$ cat src/rtl/fqs_pkg.sv
// Shared codes and types for the queue with search.
// No dependencies; imported by the cells and the top level.
`default_nettype none

package fqs_pkg;

	localparam logic [1:0] ACT_ENQUEUE = 2'd0;
	localparam logic [1:0] ACT_DEQUEUE = 2'd1;
	localparam logic [1:0] ACT_SEARCH  = 2'd2;

	localparam logic [1:0] ST_DONE  = 2'd0;
	localparam logic [1:0] ST_FULL  = 2'd1;
	localparam logic [1:0] ST_EMPTY = 2'd2;

	// search token that walks the chain, one cell per cycle
	typedef struct packed {
		logic vld;
		logic hit;
	} srch_t;

	// per-cell control from the queue controller
	typedef struct packed {
		logic load;
		logic shift;
		logic held;
	} cell_ctl_t;

endpackage

`default_nettype wire

$ cat src/rtl/fqs_in_if.sv
// Input channel: action and value with valid/ready handshake.
// No dependencies.
`default_nettype none

interface fqs_in_if;
	logic        valid;
	logic        ready;
	logic [1:0]  action;
	logic [31:0] value;

	modport source (output valid, output action, output value, input ready);
	modport sink   (input valid, input action, input value, output ready);
endinterface

`default_nettype wire

$ cat src/rtl/fqs_out_if.sv
// Result channel: status, dequeued data, search hit and fill level.
// No dependencies.
`default_nettype none

interface fqs_out_if;
	logic        valid;
	logic        ready;
	logic [1:0]  status;
	logic [31:0] data_out;
	logic        found;
	logic        is_empty;
	logic [4:0]  occupancy;

	modport source (output valid, output status, output data_out, output found,
		output is_empty, output occupancy, input ready);
	modport sink   (input valid, input status, input data_out, input found,
		input is_empty, input occupancy, output ready);
endinterface

`default_nettype wire

$ cat src/rtl/fifo_queue_with_search.sv
// Queue of DEPTH items built as a chain of shifting cells, with a search
// token that walks the chain. Depends on fqs_pkg, fqs_in_if, fqs_out_if, fqs_cell.
//
//  channel | role | payload
//  req     | sink | action[1:0], value[31:0]
//  rsp     | src  | status[1:0], data_out[31:0], found, is_empty, occupancy[4:0]
//
// An enqueue writes the entry into the cell at the fill level, and a dequeue
// shifts every cell one place toward the head.
// A search launches the token, which steps down the chain through each cell's
// register; the hit is then latched and loaded into the result register.
// Reset empties the queue at once; cell contents are not cleared.
// A stalled result holds in the output register; req.ready stays low until it drains.
`default_nettype none

module fifo_queue_with_search import fqs_pkg::*; #(
	parameter int DEPTH      = 16,
	parameter int ITEM_WIDTH = 32
) (
	input wire logic clk,
	input wire logic arst_n,
	fqs_in_if.sink   req,
	fqs_out_if.source rsp
);

	localparam int CW = $clog2(DEPTH + 1);

	typedef enum logic [1:0] {S_IDLE, S_SEARCH, S_EMIT} state_t;

	state_t                state_q;
	logic [CW-1:0]         count_q;
	logic [CW-1:0]         cnt_nxt;
	logic [ITEM_WIDTH-1:0] key_q;
	logic                  start_q;
	logic                  hit_q;
	logic                  out_vld_q;
	logic [1:0]            status_q;
	logic [31:0]           data_q;
	logic                  found_q;
	logic                  empty_q;
	logic [4:0]            occ_q;

	logic                     in_fire;
	logic                     full;
	logic                     empty;
	logic                     enq_go;
	logic                     deq_go;
	logic                     out_free;
	logic [ITEM_WIDTH+31:0]   item_wide;
	logic [ITEM_WIDTH-1:0]    item;
	logic [ITEM_WIDTH+31:0]   head_wide;
	logic [CW+4:0]            occ_nxt_wide;
	logic [CW+4:0]            occ_cur_wide;

	logic [ITEM_WIDTH-1:0] ent [DEPTH];
	srch_t                 chain [DEPTH+1];

	assign out_free  = ~out_vld_q | rsp.ready;
	assign req.ready = (state_q == S_IDLE) & out_free;
	assign in_fire   = req.valid & req.ready;

	assign full   = (count_q == CW'(DEPTH));
	assign empty  = (count_q == '0);
	assign enq_go = in_fire & (req.action == ACT_ENQUEUE) & ~full;
	assign deq_go = in_fire & (req.action == ACT_DEQUEUE) & ~empty;

	always_comb begin
		cnt_nxt = count_q;
		if (enq_go) begin
			cnt_nxt = count_q + CW'(1);
		end else if (deq_go) begin
			cnt_nxt = count_q - CW'(1);
		end
	end

	assign item_wide    = {{ITEM_WIDTH{1'b0}}, req.value};
	assign item         = item_wide[ITEM_WIDTH-1:0];
	assign head_wide    = {32'd0, ent[0]};
	assign occ_nxt_wide = {5'd0, cnt_nxt};
	assign occ_cur_wide = {5'd0, count_q};

	assign chain[0] = '{vld: start_q, hit: 1'b0};

	for (genvar i = 0; i < DEPTH; i++) begin : g_cell
		cell_ctl_t             ctl;
		logic [ITEM_WIDTH-1:0] nxt;

		assign ctl.load  = enq_go & (count_q == CW'(i));
		assign ctl.shift = deq_go;
		assign ctl.held  = (CW'(i) < count_q);

		if (i == DEPTH - 1) begin : g_tail
			assign nxt = ent[i];
		end else begin : g_body
			assign nxt = ent[i+1];
		end

		fqs_cell #(
			.ITEM_WIDTH(ITEM_WIDTH)
		) u_cell (
			.clk    (clk),
			.arst_n (arst_n),
			.ctl    (ctl),
			.din    (item),
			.nxt    (nxt),
			.key    (key_q),
			.srch_i (chain[i]),
			.entry  (ent[i]),
			.srch_o (chain[i+1])
		);
	end

	always_ff @(posedge clk or negedge arst_n) begin
		if (!arst_n) begin
			state_q   <= S_IDLE;
			count_q   <= '0;
			key_q     <= '0;
			start_q   <= 1'b0;
			hit_q     <= 1'b0;
			out_vld_q <= 1'b0;
			status_q  <= ST_DONE;
			data_q    <= '0;
			found_q   <= 1'b0;
			empty_q   <= 1'b1;
			occ_q     <= '0;
		end else begin
			start_q   <= 1'b0;
			out_vld_q <= out_vld_q & ~rsp.ready;
			count_q   <= cnt_nxt;
			unique case (state_q)
				S_IDLE: begin
					if (in_fire) begin
						out_vld_q <= 1'b1;
						status_q  <= ST_DONE;
						data_q    <= '0;
						found_q   <= 1'b0;
						empty_q   <= (cnt_nxt == '0);
						occ_q     <= occ_nxt_wide[4:0];
						unique case (req.action)
							ACT_ENQUEUE: begin
								if (full) begin
									status_q <= ST_FULL;
								end
							end
							ACT_DEQUEUE: begin
								if (empty) begin
									status_q <= ST_EMPTY;
								end else begin
									data_q <= head_wide[31:0];
								end
							end
							ACT_SEARCH: begin
								out_vld_q <= 1'b0;
								key_q     <= item;
								start_q   <= 1'b1;
								state_q   <= S_SEARCH;
							end
							default: begin
							end
						endcase
					end
				end
				S_SEARCH: begin
					if (chain[DEPTH].vld) begin
						hit_q   <= chain[DEPTH].hit;
						state_q <= S_EMIT;
					end
				end
				S_EMIT: begin
					if (out_free) begin
						out_vld_q <= 1'b1;
						status_q  <= ST_DONE;
						data_q    <= '0;
						found_q   <= hit_q;
						empty_q   <= empty;
						occ_q     <= occ_cur_wide[4:0];
						state_q   <= S_IDLE;
					end
				end
				default: begin
					state_q <= S_IDLE;
				end
			endcase
		end
	end

	assign rsp.valid     = out_vld_q;
	assign rsp.status    = status_q;
	assign rsp.data_out  = data_q;
	assign rsp.found     = found_q;
	assign rsp.is_empty  = empty_q;
	assign rsp.occupancy = occ_q;

	a_count_bound: assert property (@(posedge clk) disable iff (!arst_n)
		count_q <= CW'(DEPTH))
		else $error("fill level beyond depth");

	a_tail_in_search: assert property (@(posedge clk) disable iff (!arst_n)
		chain[DEPTH].vld |-> (state_q == S_SEARCH))
		else $error("search token left the chain outside a search");

	a_count_frozen: assert property (@(posedge clk) disable iff (!arst_n)
		(state_q != S_IDLE) |=> $stable(count_q))
		else $error("fill level moved during a search");

	a_empty_status: assert property (@(posedge clk) disable iff (!arst_n)
		(out_vld_q && (status_q == ST_EMPTY)) |-> (empty_q && (occ_q == 5'd0) && (data_q == '0)))
		else $error("empty dequeue result inconsistent");

endmodule

`default_nettype wire

$ cat src/rtl/fqs_cell.sv
// One storage cell of the queue: holds an entry, shifts toward the head,
// and compares a passing search token. Depends on fqs_pkg.
`default_nettype none

module fqs_cell import fqs_pkg::*; #(
	parameter int ITEM_WIDTH = 32
) (
	input  wire logic                  clk,
	input  wire logic                  arst_n,
	input  wire cell_ctl_t             ctl,
	input  wire logic [ITEM_WIDTH-1:0] din,
	input  wire logic [ITEM_WIDTH-1:0] nxt,
	input  wire logic [ITEM_WIDTH-1:0] key,
	input  wire srch_t                 srch_i,
	output logic      [ITEM_WIDTH-1:0] entry,
	output srch_t                      srch_o
);

	logic [ITEM_WIDTH-1:0] entry_q;
	srch_t                 srch_q;

	always_ff @(posedge clk) begin
		if (ctl.load) begin
			entry_q <= din;
		end else if (ctl.shift) begin
			entry_q <= nxt;
		end
	end

	always_ff @(posedge clk or negedge arst_n) begin
		if (!arst_n) begin
			srch_q <= '0;
		end else begin
			srch_q.vld <= srch_i.vld;
			srch_q.hit <= srch_i.hit | (srch_i.vld & ctl.held & (entry_q == key));
		end
	end

	assign entry  = entry_q;
	assign srch_o = srch_q;

endmodule

`default_nettype wire

$ cat src/flat_wrapper.sv
// flat-port wrapper written by rule: the top's interface ports become plain ports
module fifo_queue_with_search_flat import fqs_pkg::*;
#(
	parameter int DEPTH      = 16,
	parameter int ITEM_WIDTH = 32
)
  (clk, arst_n, req_valid, req_action, req_value, req_ready, rsp_valid, rsp_status, rsp_data_out, rsp_found, rsp_is_empty, rsp_occupancy, rsp_ready);
  fqs_in_if req_i ();
  fqs_out_if rsp_i ();
  input wire logic clk;
  input wire logic arst_n;
  input wire logic [$bits(req_i.valid)-1:0] req_valid;
  input wire logic [$bits(req_i.action)-1:0] req_action;
  input wire logic [$bits(req_i.value)-1:0] req_value;
  output wire logic [$bits(req_i.ready)-1:0] req_ready;
  output wire logic [$bits(rsp_i.valid)-1:0] rsp_valid;
  output wire logic [$bits(rsp_i.status)-1:0] rsp_status;
  output wire logic [$bits(rsp_i.data_out)-1:0] rsp_data_out;
  output wire logic [$bits(rsp_i.found)-1:0] rsp_found;
  output wire logic [$bits(rsp_i.is_empty)-1:0] rsp_is_empty;
  output wire logic [$bits(rsp_i.occupancy)-1:0] rsp_occupancy;
  input wire logic [$bits(rsp_i.ready)-1:0] rsp_ready;
  assign req_i.valid = req_valid;
  assign req_i.action = req_action;
  assign req_i.value = req_value;
  assign req_ready = req_i.ready;
  assign rsp_valid = rsp_i.valid;
  assign rsp_status = rsp_i.status;
  assign rsp_data_out = rsp_i.data_out;
  assign rsp_found = rsp_i.found;
  assign rsp_is_empty = rsp_i.is_empty;
  assign rsp_occupancy = rsp_i.occupancy;
  assign rsp_i.ready = rsp_ready;
  fifo_queue_with_search #(.DEPTH(DEPTH), .ITEM_WIDTH(ITEM_WIDTH)) u_core (.clk(clk), .arst_n(arst_n), .req(req_i), .rsp(rsp_i));
endmodule
$ cat config.mk
export PLATFORM = sky130hd
export DESIGN_NAME = fifo_queue_with_search_flat
export DESIGN_NICKNAME = d
export VERILOG_FILES = /design/src/rtl/fqs_pkg.sv /design/src/rtl/fqs_in_if.sv /design/src/rtl/fqs_out_if.sv /design/src/rtl/fifo_queue_with_search.sv /design/src/rtl/fqs_cell.sv /design/src/flat_wrapper.sv
export SDC_FILE = /design/constraint.sdc
export NUM_CORES = 1
export LEC_CHECK = 0
export BUFFER_PORTS_ARGS = -buffer_cell sky130_fd_sc_hd__buf_4
export CORE_ASPECT_RATIO = 0.5
export CORE_MARGIN = 8
export CORE_UTILIZATION = 42
export DETAILED_ROUTE_END_ITERATION = 16
export GPL_ROUTABILITY_DRIVEN = 0
export MAX_ROUTING_LAYER = met4
export PLACE_DENSITY = 0.68
export RECOVER_POWER = 50
export SETUP_SLACK_MARGIN = 0.3
export SYNTH_ARGS = -nofsm -noshare
export SYNTH_HDL_FRONTEND = slang
export SYNTH_SLANG_ARGS = --single-unit
$ cat constraint.sdc
create_clock -name clk -period 13.8 [get_ports clk]
set_input_delay 2.76 -clock clk [delete_from_list [all_inputs] [get_ports clk]]
set_output_delay 2.76 -clock clk [all_outputs]
set_load 0.1 [all_outputs]
==> key figures, run 1 <==
Outcome
  – Status: complete, but fails checks
  – Failing checks: max-capacitance violations, max-slew violations

Yosys
  – Register area share after synthesis: a little under three fifths
  – FF+latch count, synth: 627
  – Mapped Cells: 2214
  – Syn Area/Cell: 14.4 µm²
  – Synth cell types: between 50 and 60
  – Ys Warns: 0
  – Post-synth ARST share: 18.3%
  – Syn_nets: 2257
  – Post-Syn Area: 31800 µm²
  – Synth area leaders: edfxtp_1 48%, mux2_2 18%, dfrtp_1 9.0%
  – Number of enable flip-flop cells after synthesis: approximately 510
  – Top FF cell, synth: edfxtp_1
  – Top-count cell post-synth: edfxtp_1
  – Share of the synthesized area in the top cell type: 48.3%
  – Largest area contributor in the netlist: edfxtp_1
  – Most frequent cells after synthesis: 512 x edfxtp_1, 505 x mux2_2, 280 x xor2_1

Placed design
  – Inst Count DP: 3209
  – IO Port Bufs: 80
  – Placed cell area: 33300 µm²
  – Final HPWL DP: approximately 64000 µm

Clocking
  – Hold-fix buffers, CTS: 0
  – H-tree Lvls: 2
  – PostCTS Resize Cnt: 0
  – Worst-case clock buffer depth: 3
  – Num CTS Buffers: 58
  – Sinks on Clock Net: 627
  – Skew-Pair Late Insertion Delay: 630 ps
  – CTS Root Cell: clkbuf_16
  – CTS tree: built
  – Clock Pin Slew Worst Setup and Hold Paths: 70 ps
  – Postcts setup bufs: 0

STA
  – Final min period: 8220 ps
  – Final setup vio count: 0
  – Final TNS setup: 0 ps
  – Period utilization: 59.6%
  – Max Clk Rate: 0.122 GHz
  – Slew Viols, Final: 591
  – Unrepaired setup endpoints after global routing: false
  – Hold Violations, Final: 0
  – Slew margin rel.: -169%
  – Slew @ Worst Pin: 4040 ps
  – Max Clock Skew: 23.8 ps

Power
  – P_sw: around 0.0024 W
  – Clk pwr share: 26.3%
  – Leak: 11.9 nW
  – Power Density: 176 nW/µm²
  – Internal power: between 0.003 and 0.004 W
  – Seq pwr share: 39.3%
  – Total power: 0.00614 W
  – Sw Share: 38.5%
  – Peak supply drop: 122 µV
  – Comb pwr share: 34.4%

Final layout
  – FF+latch area: 18300 µm²
  – Area grow syn2layout: 9.48%
  – Layout Nets: 2290
  – Final std cells w/o fill: ~3.3k
  – Filler cell count: 6581
  – Share of cells above drive strength 1: 28.4%
  – Multi-input logic area: 12600 µm²
  – Final Cell Area: 34800 µm²

Drt
  – Total iterations of the first detailed-routing run: 5
  – Post-route ant nets: 0
  – Starting DRT DRC Count: 1859
  – DRT Wirelength: 85900 µm
  – Post-route DRC: 0
  – Via-per-instance ratio: ~5.5
  – DR vias: around 18k
  – WL/cell: ~26 µm

Global routing
  – Global Route Usage Sum: between 20% and 30%
  – Gr ovfl total: 0
  – First-pass GRT wire length: between 100000 and 150000 µm
  – Vias in the first global route: about 19k
  – Largest net degree at the start of global routing: 67
  – Initial antenna violation count: 2

Setup path
  – CP Launch Type: input pin
  – Max incr delay on CP: 2970 ps
  – Most frequent CP cell: clkbuf_1
  – Slowest-stage cell, CP: clkbuf_1
  – Critical path's top delay family: buffers and inverters
  – Crit-path cells: clkbuf_1 -> clkbuf_1
  – Critical path class: in -> async
  – Crit-path max FO: 66
  – Critical Path AT: 8010 ps
  – CP endpoint kind: asynchronous set/reset pin
  – Worst EP required: approximately 14000 ps
  – Worst path bufs/invs: 2

Floorplanning
  – Die X: 405 µm
  – I/O pins: 81
  – CORE AREA: roughly 75000 µm²
  – Die area: 85300 µm²
  – Die H: 211 µm
  – Initial Utilization: 42.4%
  – Row Count: 71

Job
  – Max_cap viols: 16

Min path
  – Worst hold-check path type: reg -> reg
## layout by cell type, fill, tap and decap left out, drive strengths merged, types with 15 or more instances in the layout
cell    instances
buf            51
mux2          509
edfxtp        512
xnor2         224
inv            22
nand2          34
xor2          280
nor3           19
dfrtp         114
clkbuf        192
nor2           15
a22o           33
nand4          68
nand3          23
o21ai          21
nor4           79
## sequential cells by signal (all words and copies together), names as in the netlist, 2 cells and up
signal and flops:
u_core.state_q 2, u_core.g_cell.u_cell.entry 512, u_core.count_q 5, u_core.key_q 32
u_core.rsp.occupancy 5, u_core.rsp.status 2, u_core.rsp.data_out 32, u_core.g_cell.u_cell.srch_o 32
## area by class of cell
type / instances / share of cell area, %
Sequential cell: 627 / 52.4
Tap cell: 1022 / 3.67
Inverter: 21 / 0.226
Timing Repair Buffer: 144 / 2.11
Clock inverter: 10 / 0.298
Clock buffer: 99 / 5.11
Multi-Input combinational cell: 1395 / 36.1
Antenna cell: 1 / 0.00719
## power groups by stage
stage          combinational [W]  clock (W)  sequential, W
2_1_floorplan            0.00120          0        0.00259
3_3_place_gp             0.00212          0        0.00244
3_5_place_dp             0.00214          0        0.00244
4_1_cts                  0.00214    0.00164        0.00241
5_1_grt                  0.00221    0.00171        0.00243
6_report                 0.00211    0.00162        0.00241
## through the flow
step	utilization, %	hold WS [ps]	setup WS [ps]
final	46.4	384	5580
after global routing	46.4	403	4420
after CTS	46.9	378	7460
after detailed placement	44.4	367	7470
after global placement	44.4	360	7470
after floorplan	-	348	6940
## kinds of logic after synthesis
logic type,after synthesis,synth area share (%)
xor gates and xnor gates,504,13.9
adders and majority gates,5,0.197
AOI/OAI and AO/OA,103,2.46
buffers and inverters,192,2.94
and+or+nand+nor,274,5.09
muxes,509,18.0
DFF,627,57.4
## path summary, 6_finish.rpt
| kind | slack (ps) | to | from | cells after the start |
|---|---|---|---|---|
| setup / recovery | 5580 | u_core.g_cell[13].u_cell.srch_o[0]$_DFF_PN0_ | arst_n | 2 |
| hold / removal | 380 | u_core.g_cell[7].u_cell.srch_o[1]$_DFF_PN0_ | u_core.g_cell[6].u_cell.srch_o[1]$_DFF_PN0_ | 0 |
| setup reg to reg | 8860 | u_core.g_cell[10].u_cell.entry[16]$_DFFE_PP_ | u_core.state_q[1]$_DFFE_PN0P_ | 6 |
| hold reg to reg | 380 | u_core.g_cell[7].u_cell.srch_o[1]$_DFF_PN0_ | u_core.g_cell[6].u_cell.srch_o[1]$_DFF_PN0_ | 0 |
| max in group clk | 7000 | u_core.g_cell[10].u_cell.entry[16]$_DFFE_PP_ | req_action[1] | 7 |
| min in group asynchronous | 3140 | u_core.key_q[30]$_DFFE_PN0P_ | arst_n | 1 |
## metal layers
layer	global-route usage (%)	share of wire (%)
met1	26.6	43
met2	31.5	45
met3	3.49	6.4
met4	8.58	4.7
met5	-	0
Power figures use the tool's default switching activity.
==> run 2, diff against run 1 <==
==> constraint.sdc (replaced) <==
create_clock -name clk -period 8.2 [get_ports clk]
set_input_delay 1.64 -clock clk [delete_from_list [all_inputs] [get_ports clk]]
set_output_delay 1.64 -clock clk [all_outputs]
set_load 0.1 [all_outputs]
==> key figures, run 2 (synthesis gave the netlist of run 1 again) <==
Power
  – Leak: 11.9 nW
  – Power Density: 299 nW/µm²
  – Peak supply drop: 166 µV
  – Total power: ~0.010 W

Final layout
  – ANT cells: 0
  – Max FFs per register: 512
  – Final std cells w/o fill: 3322
  – Share of cells above drive strength 1: 28.2%
  – Most common cell after layout, fill and taps aside: edfxtp_1
  – Utilization after layout: 46.4%
  – Area grow syn2layout: 9.46%
  – Filler cell count: about 6.6k
  – Layout Nets: 2292
  – Commonest non-fill, non-tap cells in the layout: 512 x edfxtp_1, 502 x mux2_2, 280 x xor2_1

Clocking
  – Skew-Pair Late Insertion Delay: roughly 640 ps
  – PostCTS Resize Cnt: 0
  – Hold-fix buffers, CTS: 0
  – Postcts setup bufs: 0
  – Worst-case clock buffer depth: 3
  – CTS Root Cell: clkbuf_16
  – Num CTS Buffers: 59
  – CTS tree: built
  – Clock Pin Slew Worst Setup and Hold Paths: 60 ps
  – H-tree Lvls: 2
  – Sinks on Clock Net: 627

STA
  – Final min period: 5360 ps
  – Slew @ Worst Pin: 4360 ps
  – Max Clk Rate: 0.187 GHz
  – Slew Viols, Final: 795
  – Hold Violations, Final: 0
  – Slew margin rel.: -191%
  – Max Clock Skew: 13.0 ps
  – Final setup vio count: 0
  – Unrepaired setup endpoints after global routing: false
  – Period utilization: 65.3%
  – Final TNS setup: 0 ps

Min path
  – Worst hold stages: 0
  – Worst hold-check path type: reg -> reg

Global routing
  – Largest net degree at the start of global routing: 64
  – Global Route Usage Sum: 23.4%
  – Initial antenna violation count: 2
  – First-pass GRT wire length: approximately 140000 µm
  – Vias in the first global route: 19.8k
  – Gr ovfl total: 0

Drt
  – Starting DRT DRC Count: 2235
  – Post-route DRC: 0
  – WL/cell: 30.0 µm
  – Via-per-instance ratio: 5.83
  – Total iterations of the first detailed-routing run: 7
  – DR vias: between 15k and 20k
  – Post-route ant nets: 0
  – DRT Wirelength: between 90000 and 100000 µm

Floorplanning
  – Row Count: 71
  – I/O pins: 81
  – CORE AREA: 75100 µm²
  – Die H: 211 µm
  – Initial Utilization: 42.4%
  – Die area: ~85000 µm²
  – Die X: slightly above 400 µm

Setup path
  – Critical Path AT: around 4700 ps
  – Crit-path max FO: 63
  – Reg2reg path depth: 7
  – CP Launch Type: input pin
  – CP endpoint kind: asynchronous set/reset pin
  – Slowest-stage cell, CP: clkbuf_1
  – Critical path's top delay family: buffers and inverters
  – CP Depth: 1
  – Crit-path cells: clkbuf_1
  – Max incr delay on CP: 3000 ps
  – Worst path bufs/invs: 1
  – Worst EP required: 7580 ps
  – Critical path class: in -> async

Placed design
  – Inst Count DP: 3210
  – Final HPWL DP: 68100 µm
  – IO Port Bufs: 80

Job
  – Max_cap viols: 29

Outcome
  – Status: complete, but fails checks
  – Failing checks: max-capacitance violations, max-slew violations
-- run 2: cell count changes in the layout (fill, tap and decap cells not counted), moves of 3 or more --
cell	delta
and2_0	-3
clkbuf_1	-4
buf_4	-4
clkinv_1	+10
and2_1	+3
clkbuf_8	-3
-- run 2: cell type report --
type	instances	area (µm²)	area share, %
Multi-Input combinational cell	1395	12600	36.1
Clock inverter	26	208	0.597
Clock buffer	86	1680	4.82
Inverter	21	78.8	0.226
Timing Repair Buffer	145	724	2.08
Tap cell	1022	1280	3.67
Sequential cell	627	18300	52.5
-- run 2: routing by layer --
layer | vias up | track usage [%] | wire (µm)
li1 | 8245 | - | -
met1 | 9937 | 29.9 | 40700
met2 | 942 | 36.9 | 46000
met3 | 241 | 4.19 | 7860
met4 | 0 | 9.93 | 5080
met5 | - | - | 0
-- run 2: where the power goes --
part           total (W)  internal, W  switching [W]  leakage [nW]
sequential       0.00419      0.00376       0.000426          6.14
clock            0.00275      0.00151        0.00124         0.930
combinational    0.00348      0.00105        0.00243          4.87
total             0.0104      0.00632        0.00409          11.9
-- run 2: final timing paths --
kind | start | end | slack, ps
worst max register to register | u_core.count_q[4]$_DFF_PN0_ | u_core.g_cell[7].u_cell.entry[19]$_DFFE_PP_ | 3440
worst min-delay path | u_core.g_cell[11].u_cell.srch_o[1]$_DFF_PN0_ | u_core.g_cell[12].u_cell.srch_o[1]$_DFF_PN0_ | 380
max in group clk | req_action[1] | u_core.g_cell[8].u_cell.entry[14]$_DFFE_PP_ | 2910
min in group asynchronous | arst_n | u_core.g_cell[14].u_cell.srch_o[0]$_DFF_PN0_ | 2530
worst min register to register | u_core.g_cell[11].u_cell.srch_o[1]$_DFF_PN0_ | u_core.g_cell[12].u_cell.srch_o[1]$_DFF_PN0_ | 380
worst max-delay path | arst_n | u_core.key_q[15]$_DFFE_PN0P_ | 2840
-- run 2: through the flow --
step	instance area [µm²]	hold WS, ps	setup slack (ps)
after floorplan	31800	348	2460
after global placement	33300	364	3590
after detailed placement	33300	365	3530
after CTS	35200	382	4090
after global routing	34800	394	2160
final	34800	382	2840
-- run 2: worst reg2reg max path: stages, from the launching register on --
cell      delay, ps
dfrtp_1         690
inv_1           470
nand2_1         390
nor3_1          530
nand2_1         100
clkbuf_1        700
nand2_1         230
clkbuf_1       1240
==> run 3, diff against run 2 <==
--- a/config.mk
+++ b/config.mk
@@ -5,6 +5,7 @@
 export SDC_FILE = /design/constraint.sdc
 export NUM_CORES = 1
 export LEC_CHECK = 0
+export ABC_AREA = 1
 export BUFFER_PORTS_ARGS = -buffer_cell sky130_fd_sc_hd__buf_4
 export CORE_ASPECT_RATIO = 0.5
 export CORE_MARGIN = 8
@@ -12,7 +13,7 @@
 export DETAILED_ROUTE_END_ITERATION = 16
 export GPL_ROUTABILITY_DRIVEN = 0
 export MAX_ROUTING_LAYER = met4
-export PLACE_DENSITY = 0.68
+export PLACE_DENSITY = 0.7
 export RECOVER_POWER = 50
 export SETUP_SLACK_MARGIN = 0.3
 export SYNTH_ARGS = -nofsm -noshare
==> constraint.sdc (replaced) <==
create_clock -name clk -period 4.7 [get_ports clk]
set_input_delay 0.94 -clock clk [delete_from_list [all_inputs] [get_ports clk]]
set_output_delay 0.94 -clock clk [all_outputs]
set_load 0.1 [all_outputs]
==> key figures, run 3 <==
Outcome
  – Status: complete, but fails checks
  – Failing checks: max-capacitance violations, max-slew violations

Final layout
  – Share of cells above drive strength 1: 11.0%
  – Commonest non-fill, non-tap cells in the layout: 873 x nand2_1, 512 x edfxtp_1, 468 x o21ai_0
  – Area grow syn2layout: 7.97%
  – Max FFs per register: 512
  – Layout Nets: 3276
  – Most common cell after layout, fill and taps aside: nand2_1
  – Final std cells w/o fill: 4323

Setup path
  – Crit-path cells: inv_1 -> ha_1 -> nand3_2 -> nand3_1 -> inv_4 -> nand4_4 -> clkbuf_2 -> nand2_1 -> buf_4
  – CP Launch Type: register
  – Max incr delay on CP: slightly below 1000 ps
  – CP endpoint kind: register
  – Critical path class: reg -> reg
  – R2R setup slack: 830 ps
  – Critical path's top delay family: buffers and inverters
  – Slowest-stage cell, CP: clkbuf_2
  – Critical Path AT: approximately 4200 ps
  – Worst EP required: 5030 ps
  – Worst path bufs/invs: 4
  – Crit-path max FO: 65

Floorplanning
  – I/O pins: 81
  – CORE AREA: 76800 µm²
  – Row Count: 72
  – Initial Utilization: 42.2%
  – Die X: 409 µm
  – Die H: between 200 and 250 µm
  – Die area: 86700 µm²

STA
  – Final setup vio count: 0
  – Period utilization: between 80% and 90%
  – Slew margin rel.: -82.2%
  – Slew Viols, Final: around 130
  – Max Clock Skew: about 28 ps
  – Hold Violations, Final: 0
  – Max Clk Rate: 0.259 GHz
  – Final min period: 3870 ps
  – Final TNS setup: 0 ps
  – Unrepaired setup endpoints after global routing: false
  – Slew @ Worst Pin: 2730 ps

Yosys
  – Post-synth ARST share: 18.3%
  – Top-count cell post-synth: nand2_1
  – Number of enable flip-flop cells after synthesis: roughly 510
  – Share of the synthesized area in the top cell type: between 40% and 50%
  – Syn Area/Cell: slightly below 10 µm²
  – Mapped Cells: 3267
  – Post-Syn Area: 32400 µm²
  – Synth area leaders: edfxtp_1 48%, nand2_1 10%, dfrtp_1 8.8%
  – Syn_nets: approximately 3.3k
  – Register area share after synthesis: 56.4%
  – FF+latch count, synth: between 600 and 700
  – Most frequent cells after synthesis: 872 x nand2_1, 512 x edfxtp_1, 457 x o21ai_0
  – Top FF cell, synth: edfxtp_1
  – Largest area contributor in the netlist: edfxtp_1
  – Ys Warns: 0
  – Synth cell types: between 50 and 60

Placed design
  – Inst Count DP: 4209
  – IO Port Bufs: 80
  – Final HPWL DP: 65700 µm

Global routing
  – Initial antenna violation count: 6
  – Vias in the first global route: about 22k
  – Largest net degree at the start of global routing: 94
  – GR met3 Demand/Resource: 3.56%
  – Met2 usage: 31.2%
  – Global Route Usage Sum: 19.9%
  – Met1 usage: 26.3%
  – Busiest grt layer: met2
  – Gr ovfl total: 0
  – First-pass GRT wire length: around 130000 µm

Clocking
  – PostCTS Resize Cnt: 0
  – CTS tree: built
  – Postcts setup bufs: 0
  – Worst-case clock buffer depth: 3
  – Hold-fix buffers, CTS: 0
  – CTS Root Cell: clkbuf_16
  – H-tree Lvls: 2
  – Skew-Pair Late Insertion Delay: 630 ps
  – Clock Pin Slew Worst Setup and Hold Paths: roughly 70 ps
  – Sinks on Clock Net: between 600 and 700
  – Num CTS Buffers: between 50 and 60

Drt
  – Post-route DRC: 0
  – Post-route ant nets: 0
  – Via-per-instance ratio: 5.45
  – DRT Wirelength: 86200 µm
  – DR vias: 23.6k
  – WL/cell: 19.9 µm
  – Total iterations of the first detailed-routing run: 7
  – Starting DRT DRC Count: 2643

Job
  – Max_cap viols: 2

Power
  – Leak: 13.7 nW
  – Power Density: roughly 520 nW/µm²
  – Peak supply drop: 297 µV

Min path
  – Worst hold-check path type: reg -> reg
[run 3: changes by cell type after synthesis, sizes merged, moves of 108 or more]
cell / delta
nand2: +840
nor2: +108
mux2: -508
o21ai: +618
xor2: -115
inv: +109
xnor2: -118
[run 3: path summary, 6_finish.rpt]
kind / endpoint / start / depth (start not counted)
max in group asynchronous: u_core.rsp.found$_DFFE_PN0P_ / arst_n / 2
min in group asynchronous: u_core.key_q[30]$_DFFE_PN0P_ / arst_n / 1
min reg2reg: u_core.g_cell[13].u_cell.srch_o[1]$_DFF_PN0_ / u_core.g_cell[12].u_cell.srch_o[1]$_DFF_PN0_ / 0
max: u_core.g_cell[4].u_cell.entry[6]$_DFFE_PP_ / u_core.count_q[0]$_DFF_PN0_ / 9
max reg2reg: u_core.g_cell[4].u_cell.entry[6]$_DFFE_PP_ / u_core.count_q[0]$_DFF_PN0_ / 9
min: u_core.g_cell[13].u_cell.srch_o[1]$_DFF_PN0_ / u_core.g_cell[12].u_cell.srch_o[1]$_DFF_PN0_ / 0
[run 3: metal layers]
layer / vias to the layer above / wire length [µm]
met5: - / 0
met4: 0 / 3040
met3: 174 / 7270
met2: 953 / 38600
met1: 11216 / 37300
li1: 11220 / -
[run 3: report_power, final]
group	switching, W	internal, W	total, W
sequential	0.000780	0.00670	0.00748
clock	0.00207	0.00269	0.00476
combinational	0.00434	0.00164	0.00597
total	0.00718	0.0110	0.0182
[run 3: logic make-up (layout without fill, tap and decap cells)]
family                     after synthesis  after routing  share of synthesized area, %
and+or+nand+nor                       1249           1249                          16.4
AOI/OAI and AO/OA                      744            744                          13.8
DFF                                    627            627                          56.4
buffers and inverters                  370            385                          5.87
xor gates and xnor gates               271            271                          7.34
adders and majority gates                5              5                         0.193
muxes                                    1              1                        0.0348
other                                    0              5                             0
[run 3: through the flow]
stage | area [µm²] | total power [W] | hold slack [ps] | util [%] | worst slack [ps]
after floorplan | 32400 | 0.0115 | 347 | - | 1000
after global placement | 33400 | 0.0134 | 361 | 43.5 | 1360
after detailed placement | 33400 | 0.0136 | 360 | 43.5 | 1280
after CTS | 35300 | 0.0183 | 385 | 45.9 | 1350
after global routing | 34900 | 0.0190 | 388 | 45.5 | 528
final | 34900 | 0.0182 | 379 | 45.5 | 834
[run 3: layout make-up]
cell class,count,area (µm²)
fillers,7004,41800
flip-flops and latches,627,18300
multi-input cells,2270,12200
clock buffers,88,1730
well taps,1036,1300
repair buffers,143,798
inverters,133,502
clock inverters,21,180
diodes,5,12.5
